--- src/rtl/slfp_pkg.sv ---
// shared types and constants of the strip level first-fit placer
`default_nettype none

package slfp_pkg;

    localparam int CEIL_BITS = 18;
    localparam logic [CEIL_BITS-1:0] CEIL_MAX = '1;
    localparam int STRIP_RESET = 1024;

    localparam logic CFG_STRIP_WIDTH = 1'b0;
    localparam logic CFG_ROTATE_MODE = 1'b1;

    localparam logic [1:0] ROT_FLAT = 2'd1;
    localparam logic [1:0] ROT_UPRIGHT = 2'd2;

    typedef enum logic [1:0] {
        STATUS_PLACED = 2'd0,
        STATUS_WIDE = 2'd1,
        STATUS_FULL = 2'd2
    } slfp_status_t;

    typedef enum logic {
        ST_IDLE,
        ST_SEARCH
    } slfp_state_t;

    typedef struct packed {
        logic shift;
        logic clear;
        logic commit;
        logic open;
    } slfp_ctrl_t;

endpackage

`default_nettype wire

--- src/rtl/slfp_cell.sv ---
// one level cell: holds a level and checks the item under the token
`default_nettype none

module slfp_cell #(
    parameter int DIM_BITS = 12
) (
    input  wire logic                         clk,
    input  wire logic                         rst_n,
    input  wire slfp_pkg::slfp_ctrl_t         ctrl,
    input  wire logic                         tok_in,
    input  wire logic [DIM_BITS-1:0]          item_w,
    input  wire logic [DIM_BITS-1:0]          item_h,
    input  wire logic [DIM_BITS-1:0]          strip_w,
    input  wire logic [slfp_pkg::CEIL_BITS-1:0] ceil_in,
    output logic                              tok_out,
    output logic                              hit,
    output logic [DIM_BITS-1:0]               used_w,
    output logic [slfp_pkg::CEIL_BITS-1:0]    base
);

    logic                            tok_reg, tok_next;
    logic [DIM_BITS-1:0]             used_reg, used_next;
    logic [DIM_BITS-1:0]             last_reg, last_next;
    logic [slfp_pkg::CEIL_BITS-1:0]  base_reg, base_next;
    logic [DIM_BITS:0]               sum;
    logic                            fit;
    logic                            write;

    assign sum = {1'b0, used_reg} + {1'b0, item_w};
    assign fit = (last_reg >= item_h) && (sum <= {1'b0, strip_w});
    assign write = tok_reg && ctrl.commit && (ctrl.open || fit);

    always_comb
    begin
        if (ctrl.shift)
            tok_next = tok_in;
        else if (ctrl.clear)
            tok_next = 1'b0;
        else
            tok_next = tok_reg;

        used_next = used_reg;
        last_next = last_reg;
        base_next = base_reg;
        if (write)
        begin
            last_next = item_h;
            if (ctrl.open)
            begin
                used_next = item_w;
                base_next = ceil_in;
            end
            else
            begin
                used_next = sum[DIM_BITS-1:0];
            end
        end
    end

    always_ff @(posedge clk or negedge rst_n)
    begin
        if (!rst_n)
            tok_reg <= 1'b0;
        else
            tok_reg <= tok_next;
    end

    always_ff @(posedge clk)
    begin
        used_reg <= used_next;
        last_reg <= last_next;
        base_reg <= base_next;
    end

    assign tok_out = tok_reg;
    assign hit = tok_reg && fit;
    assign used_w = used_reg;
    assign base = base_reg;

endmodule

`default_nettype wire

--- config.mk ---
export PLATFORM = sky130hd
export DESIGN_NAME = slfp_cell
export DESIGN_NICKNAME = d
export VERILOG_FILES = /design/src/rtl/slfp_pkg.sv /design/src/rtl/slfp_cell.sv
export SDC_FILE = /design/constraint.sdc
export NUM_CORES = 1
export LEC_CHECK = 0
export ABC_AREA = 1
export BUFFER_PORTS_ARGS = -buffer_cell sky130_fd_sc_hd__buf_2
export CAP_MARGIN = 20
export CORE_ASPECT_RATIO = 1.4
export CORE_UTILIZATION = 40
export CTS_CLUSTER_SIZE = 28
export DETAILED_ROUTE_END_ITERATION = 7
export GPL_ROUTABILITY_DRIVEN = 0
export PLACE_DENSITY = 0.75
export SYNTH_ARGS = -nofsm -noshare
export SYNTH_HDL_FRONTEND = slang
export SYNTH_SLANG_ARGS = --single-unit
--- constraint.sdc ---
create_clock -name clk -period 3.9 [get_ports clk]
set_input_delay 0.39 -clock clk [delete_from_list [all_inputs] [get_ports clk]]
set_output_delay 0.39 -clock clk [all_outputs]
set_load 0.02 [all_outputs]
# Word-level counts from Yosys, hierarchy flattened
# Index checks and enable logic that the tools add are counted.
# op_classes
n_mul	0
muxes	3
shift	0
n_lt_le_gt_ge	2
div	0
bitwise_logic	0
reduce_logical	7
eq_ne	0
n_addsub	1
# op_table
cell	count
$add 12x12->13	1
$le 13x12->1	1
$ge 12x12->1	1
$mux 12	1
$logic_and 1x1->1	4
$mux 1	2
$reduce_and 2->1	1
$reduce_bool 2->1	1
$logic_or 1x1->1	1
# word_totals
latchBits	0
in_bits	61
regBits	43
n_memories	0
wordCells	17
mem_bits_ro	0
ram_bits	0

# Logic depth before layout (Yosys ltp)
# depth
word_depth	6
depth_mapped	18
ltp_nobuf	18

# Least setup slack after synthesis
# OpenSTA, ideal clock, no wires.
# synth_timing
kind	register to register
startpoint	register used_reg[0], in the netlist used_w[0]
endpoint	register last_reg[0] (enable)
stages_incl_launch_ff	17
n_path_buf	0
required_time_ns	3.519
t_arrival_ns	3.079
setup_time_ns	0.381
synth_period_minus_slack_ns	3.460
slack_ns	0.440
path_cell_list	edfxtp_1 ha_1 fa_1 nand3_1 nand2_1 nand2_1 nand2_1 nand3_1 nand4_1 and2_1 ha_1 a21o_1 a21oi_1 nand2_1 nand2_1 nand4_1 nand2_1
# synth_via
elab_chain_cells	5
# synth_lines
element	line	rtl
start: declaration	slfp_cell.sv:22	logic [DIM_BITS-1:0] used_reg, used_next;
start signal: assignment	slfp_cell.sv:70	used_reg <= used_next;
$add 12x12->13	slfp_cell.sv:29	assign sum = {1'b0, used_reg} + {1'b0, item_w};
$le 13x12->1	slfp_cell.sv:30	assign fit = (last_reg >= item_h) && (sum <= {1'b0, strip_w});
$logic_and 1x1->1	slfp_cell.sv:30	
$logic_or 1x1->1	slfp_cell.sv:31	assign write = tok_reg && ctrl.commit && (ctrl.open || fit);
$logic_and 1x1->1	slfp_cell.sv:31	
via write	slfp_cell.sv:27	logic write;
end signal: assignment	slfp_cell.sv:71	last_reg <= last_next;
end: declaration	slfp_cell.sv:23	logic [DIM_BITS-1:0] last_reg, last_next;
# The timed path passes the listed nets, and every way through them passes these cells.
# A chain may end at the register's enable or synchronous reset.

# Worst setup path in the final report
# layout_timing
startpoint	register used_reg[0], in the netlist used_w[0]
endpoint	output port hit
# layout_via
elab_chain_cells	4
# layout_lines
element	line	rtl
$add 12x12->13	slfp_cell.sv:29	
$le 13x12->1	slfp_cell.sv:30	
$logic_and 1x1->1	slfp_cell.sv:30	
$logic_and 1x1->1	slfp_cell.sv:76	assign hit = tok_reg && fit;
end: declaration	slfp_cell.sv:16	output logic hit,
# Every way passes these cells.

==> impl_metrics.env <==
export IMPL_critPathSlowestCell="edfxtp_1"
export IMPL_clockBufferDepth=2
export IMPL_end_kind="output port"
export IMPL_synthFlopType="edfxtp_1"
export IMPL_die_area_um2=6930
export IMPL_ys_types=23
export IMPL_period_share=0.905
export IMPL_drtPass1Iterations=6
export IMPL_leakage_nw=1.67
export IMPL_synth_common_cells="nand2_1 (78), edfxtp_1 (42), inv_1 (39)"
export IMPL_grt_util_met3=0.0320
export IMPL_grt_usage=0.177
export IMPL_critical_path_arrival_ns=3.14
export IMPL_clock_sinks=43
export IMPL_path_cells="ha_1 > fa_2 > nand3_1 > nand2_1 > nand2_1 > nand2_1 > nand3_1 > nand4_1 > and2_1 > ha_1 > a21o_1 > a21oi_1 > nand2_1 > nand2_1 > nand3_1 > nor2_1 > buf_2"
export IMPL_postLayoutCoreUtil=0.526
export IMPL_rsz0062_at_grt="no"
export IMPL_syn_area_um2=2640
export IMPL_fin_skew_ns=0.00508
export IMPL_failed_checks="DRC"
export IMPL_grt_first_pass_wirelength_mm=9.63
export IMPL_drv_cap=0
export IMPL_yosys_area_top_type="edfxtp_1"
export IMPL_core_area_um2=6300
export IMPL_cp_required_ns=3.51
export IMPL_r2r_start="used_w[0]"
export IMPL_remaining_drc_errors=8
export IMPL_hp_class="input port to flop"
export IMPL_slowest_delay_ns=0.39
export IMPL_setup_worst_path_class="flop to output port"
export IMPL_antenna_cells=0
export IMPL_clk_latency_ns=0.29
export IMPL_root_buffer="clkbuf_8"
export IMPL_top_usage_layer="met2"
export IMPL_initial_utilization=0.419
export IMPL_largest_register_ffs=18
export IMPL_r2r_slack_ns=0.59
export IMPL_ant_nets=0
export IMPL_synth_avg_cell_area_um2=9.46
export IMPL_avgViaCountPerCell=4.94
export IMPL_peakVddDrop_uv=265
export IMPL_cp_common_cell="nand2_1"
export IMPL_pwr_density_cell_nw_per_um2=332
export IMPL_first_iter_violations=96
export IMPL_syn_inst=279
export IMPL_drive_gt1_frac=0.274
export IMPL_fmax_ghz=0.283
export IMPL_synth_area_leaders="edfxtp_1 (48%), ha_1 (17%), nand2_1 (11%)"
export IMPL_yosysMostFrequentCell="nand2_1"
export IMPL_port_buffers=92
export IMPL_io_pin_count=93
export IMPL_ys_seq_area_frac=0.487
export IMPL_slew_viol_final=0
export IMPL_yosys_area_top_type_share=0.478
export IMPL_antenna_found_initial=0
export IMPL_use_met1=0.202
export IMPL_status="finished, violations left"
export IMPL_slew_headroom=0.727
export IMPL_grtUsageMet2=0.327
export IMPL_synthToLayoutAreaGrowth_pct=25.6
export IMPL_wire_per_inst_um=13.0
export IMPL_hpwlAfterDp_mm=4.82
export IMPL_die_x_um=70.6
export IMPL_grt_max_degree=21
export IMPL_yosysWarnings=0
export IMPL_num_rows=34
export IMPL_chipHeight_um=98.1
export IMPL_tns_ns=0
export IMPL_path_max_fanout=4
export IMPL_path_clk_slew_ns=0.09
export IMPL_htreeDepth=2
export IMPL_synth_nets=377
export IMPL_fin_crit_ns=3.53
export IMPL_critPathLaunchType="flop"
export IMPL_drt_wl_total_mm=5.86
export IMPL_nNetsFinal=477
export IMPL_async_reset_ff_frac=0.0233
export IMPL_grt_pass1_vias=2221
export IMPL_cts_made_buffers=5
export IMPL_cts_tree="yes"
export IMPL_worstMarginPinSlew_ns=0.409
export IMPL_synth_edff_count=42
export IMPL_grt_overflow_total=0
export IMPL_route_vias_total=2235
export IMPL_hold_violations=0
export IMPL_worstHoldStart="ceil_in[11]"
export IMPL_ys_ff_latch=43
export IMPL_cp_startpoint="used_w[0]"
export IMPL_finalSetupViolCount=0
-- layer usage --
metal | vias up | part of all wire
li1 | 1139 | -
met1 | 1015 | 0.39
met2 | 75 | 0.54
met3 | 6 | 0.058
met4 | 0 | 0.015
met5 | - | 0
-- power by group --
part | internal [mW] | total, mW | leakage (nW) | switching [mW]
logic | 0.113 | 0.279 | 1.23 | 0.166
registers | 0.530 | 0.536 | 0.396 | 0.00646
clock network | 0.128 | 0.286 | 0.0443 | 0.158
-- layout make-up --
| class | count | area, µm² |
|---|---|---|
| tap | 72 | 90.1 |
| clock buffer | 5 | 68.8 |
| inverter | 39 | 146 |
| fill | 585 | 2980 |
| multi-input combinational | 195 | 1200 |
| clock inverter | 3 | 25.0 |
| sequential | 43 | 1290 |
| timing repair buffer | 95 | 498 |
-- layout by cell type, fill, tap and decap left out, drive strengths merged --
cell and count:
o21a 2, nand2 78, ha 36, clkinv 2
a21oi 18, fa 1, nand3 16, o31ai 1
dlygate4sd3 1, clkinvlp 1, buf 94, clkbuf 5
dfrtp 1, nor2 17, a31oi 2, a21o 2
nand4 3, inv 39, nor3 2, edfxtp 42
o21ai 7, and2 1, xor2 8, xnor2 1
-- cells by family after synthesis --
| kind of cell | after synthesis | share of synthesized area |
|---|---|---|
| fa+ha+maj | 37 | 0.178 |
| simple gates | 117 | 0.179 |
| compound gates | 32 | 0.0669 |
| xor+xnor | 9 | 0.0299 |
| buf+inv | 41 | 0.0588 |
| flops | 43 | 0.487 |
-- final timing paths --
kind	endpoint	cells after the start
setup / recovery	hit	17
hold / removal	base[11]	1
setup reg to reg	last_reg[7]	17
hold reg to reg	tok_out	2
max in group asynchronous	tok_out	2
min in group asynchronous	tok_out	2
-- metrics by stage --
stage / area, µm² / hold slack [ns] / power [mW] / instances / setup slack [ns]
floorplan: 2640 / 0.0944 / 0.729 / 279 / 0.440
global placement: 3210 / 0.165 / 0.813 / 443 / 0.511
detailed placement: 3210 / 0.167 / 0.825 / 443 / 0.414
CTS: 3310 / 0.254 / 1.11 / 452 / 0.293
global route: 3310 / 0.248 / 1.18 / 452 / 0.0328
finish: 3310 / 0.264 / 1.10 / 452 / 0.371
-- worst max-delay path: cells and delay by family (launching register included) --
family          cells  cell delay (ns)
fa+ha+maj           3             0.92
buf+inv             1             0.17
flops               1             0.39
simple gates       11             1.07
compound gates      2             0.30
-- timing repair --
action / CTS / global route
endpoints found under the hold margin: 1 / 0
buffers inserted: 0 / 0
hold buffers: 1 / 0
gates resized for setup: 0 / 1
endpoints found under the setup margin: 0 / 1
Note: power is estimated with default switching activity, not from simulation.
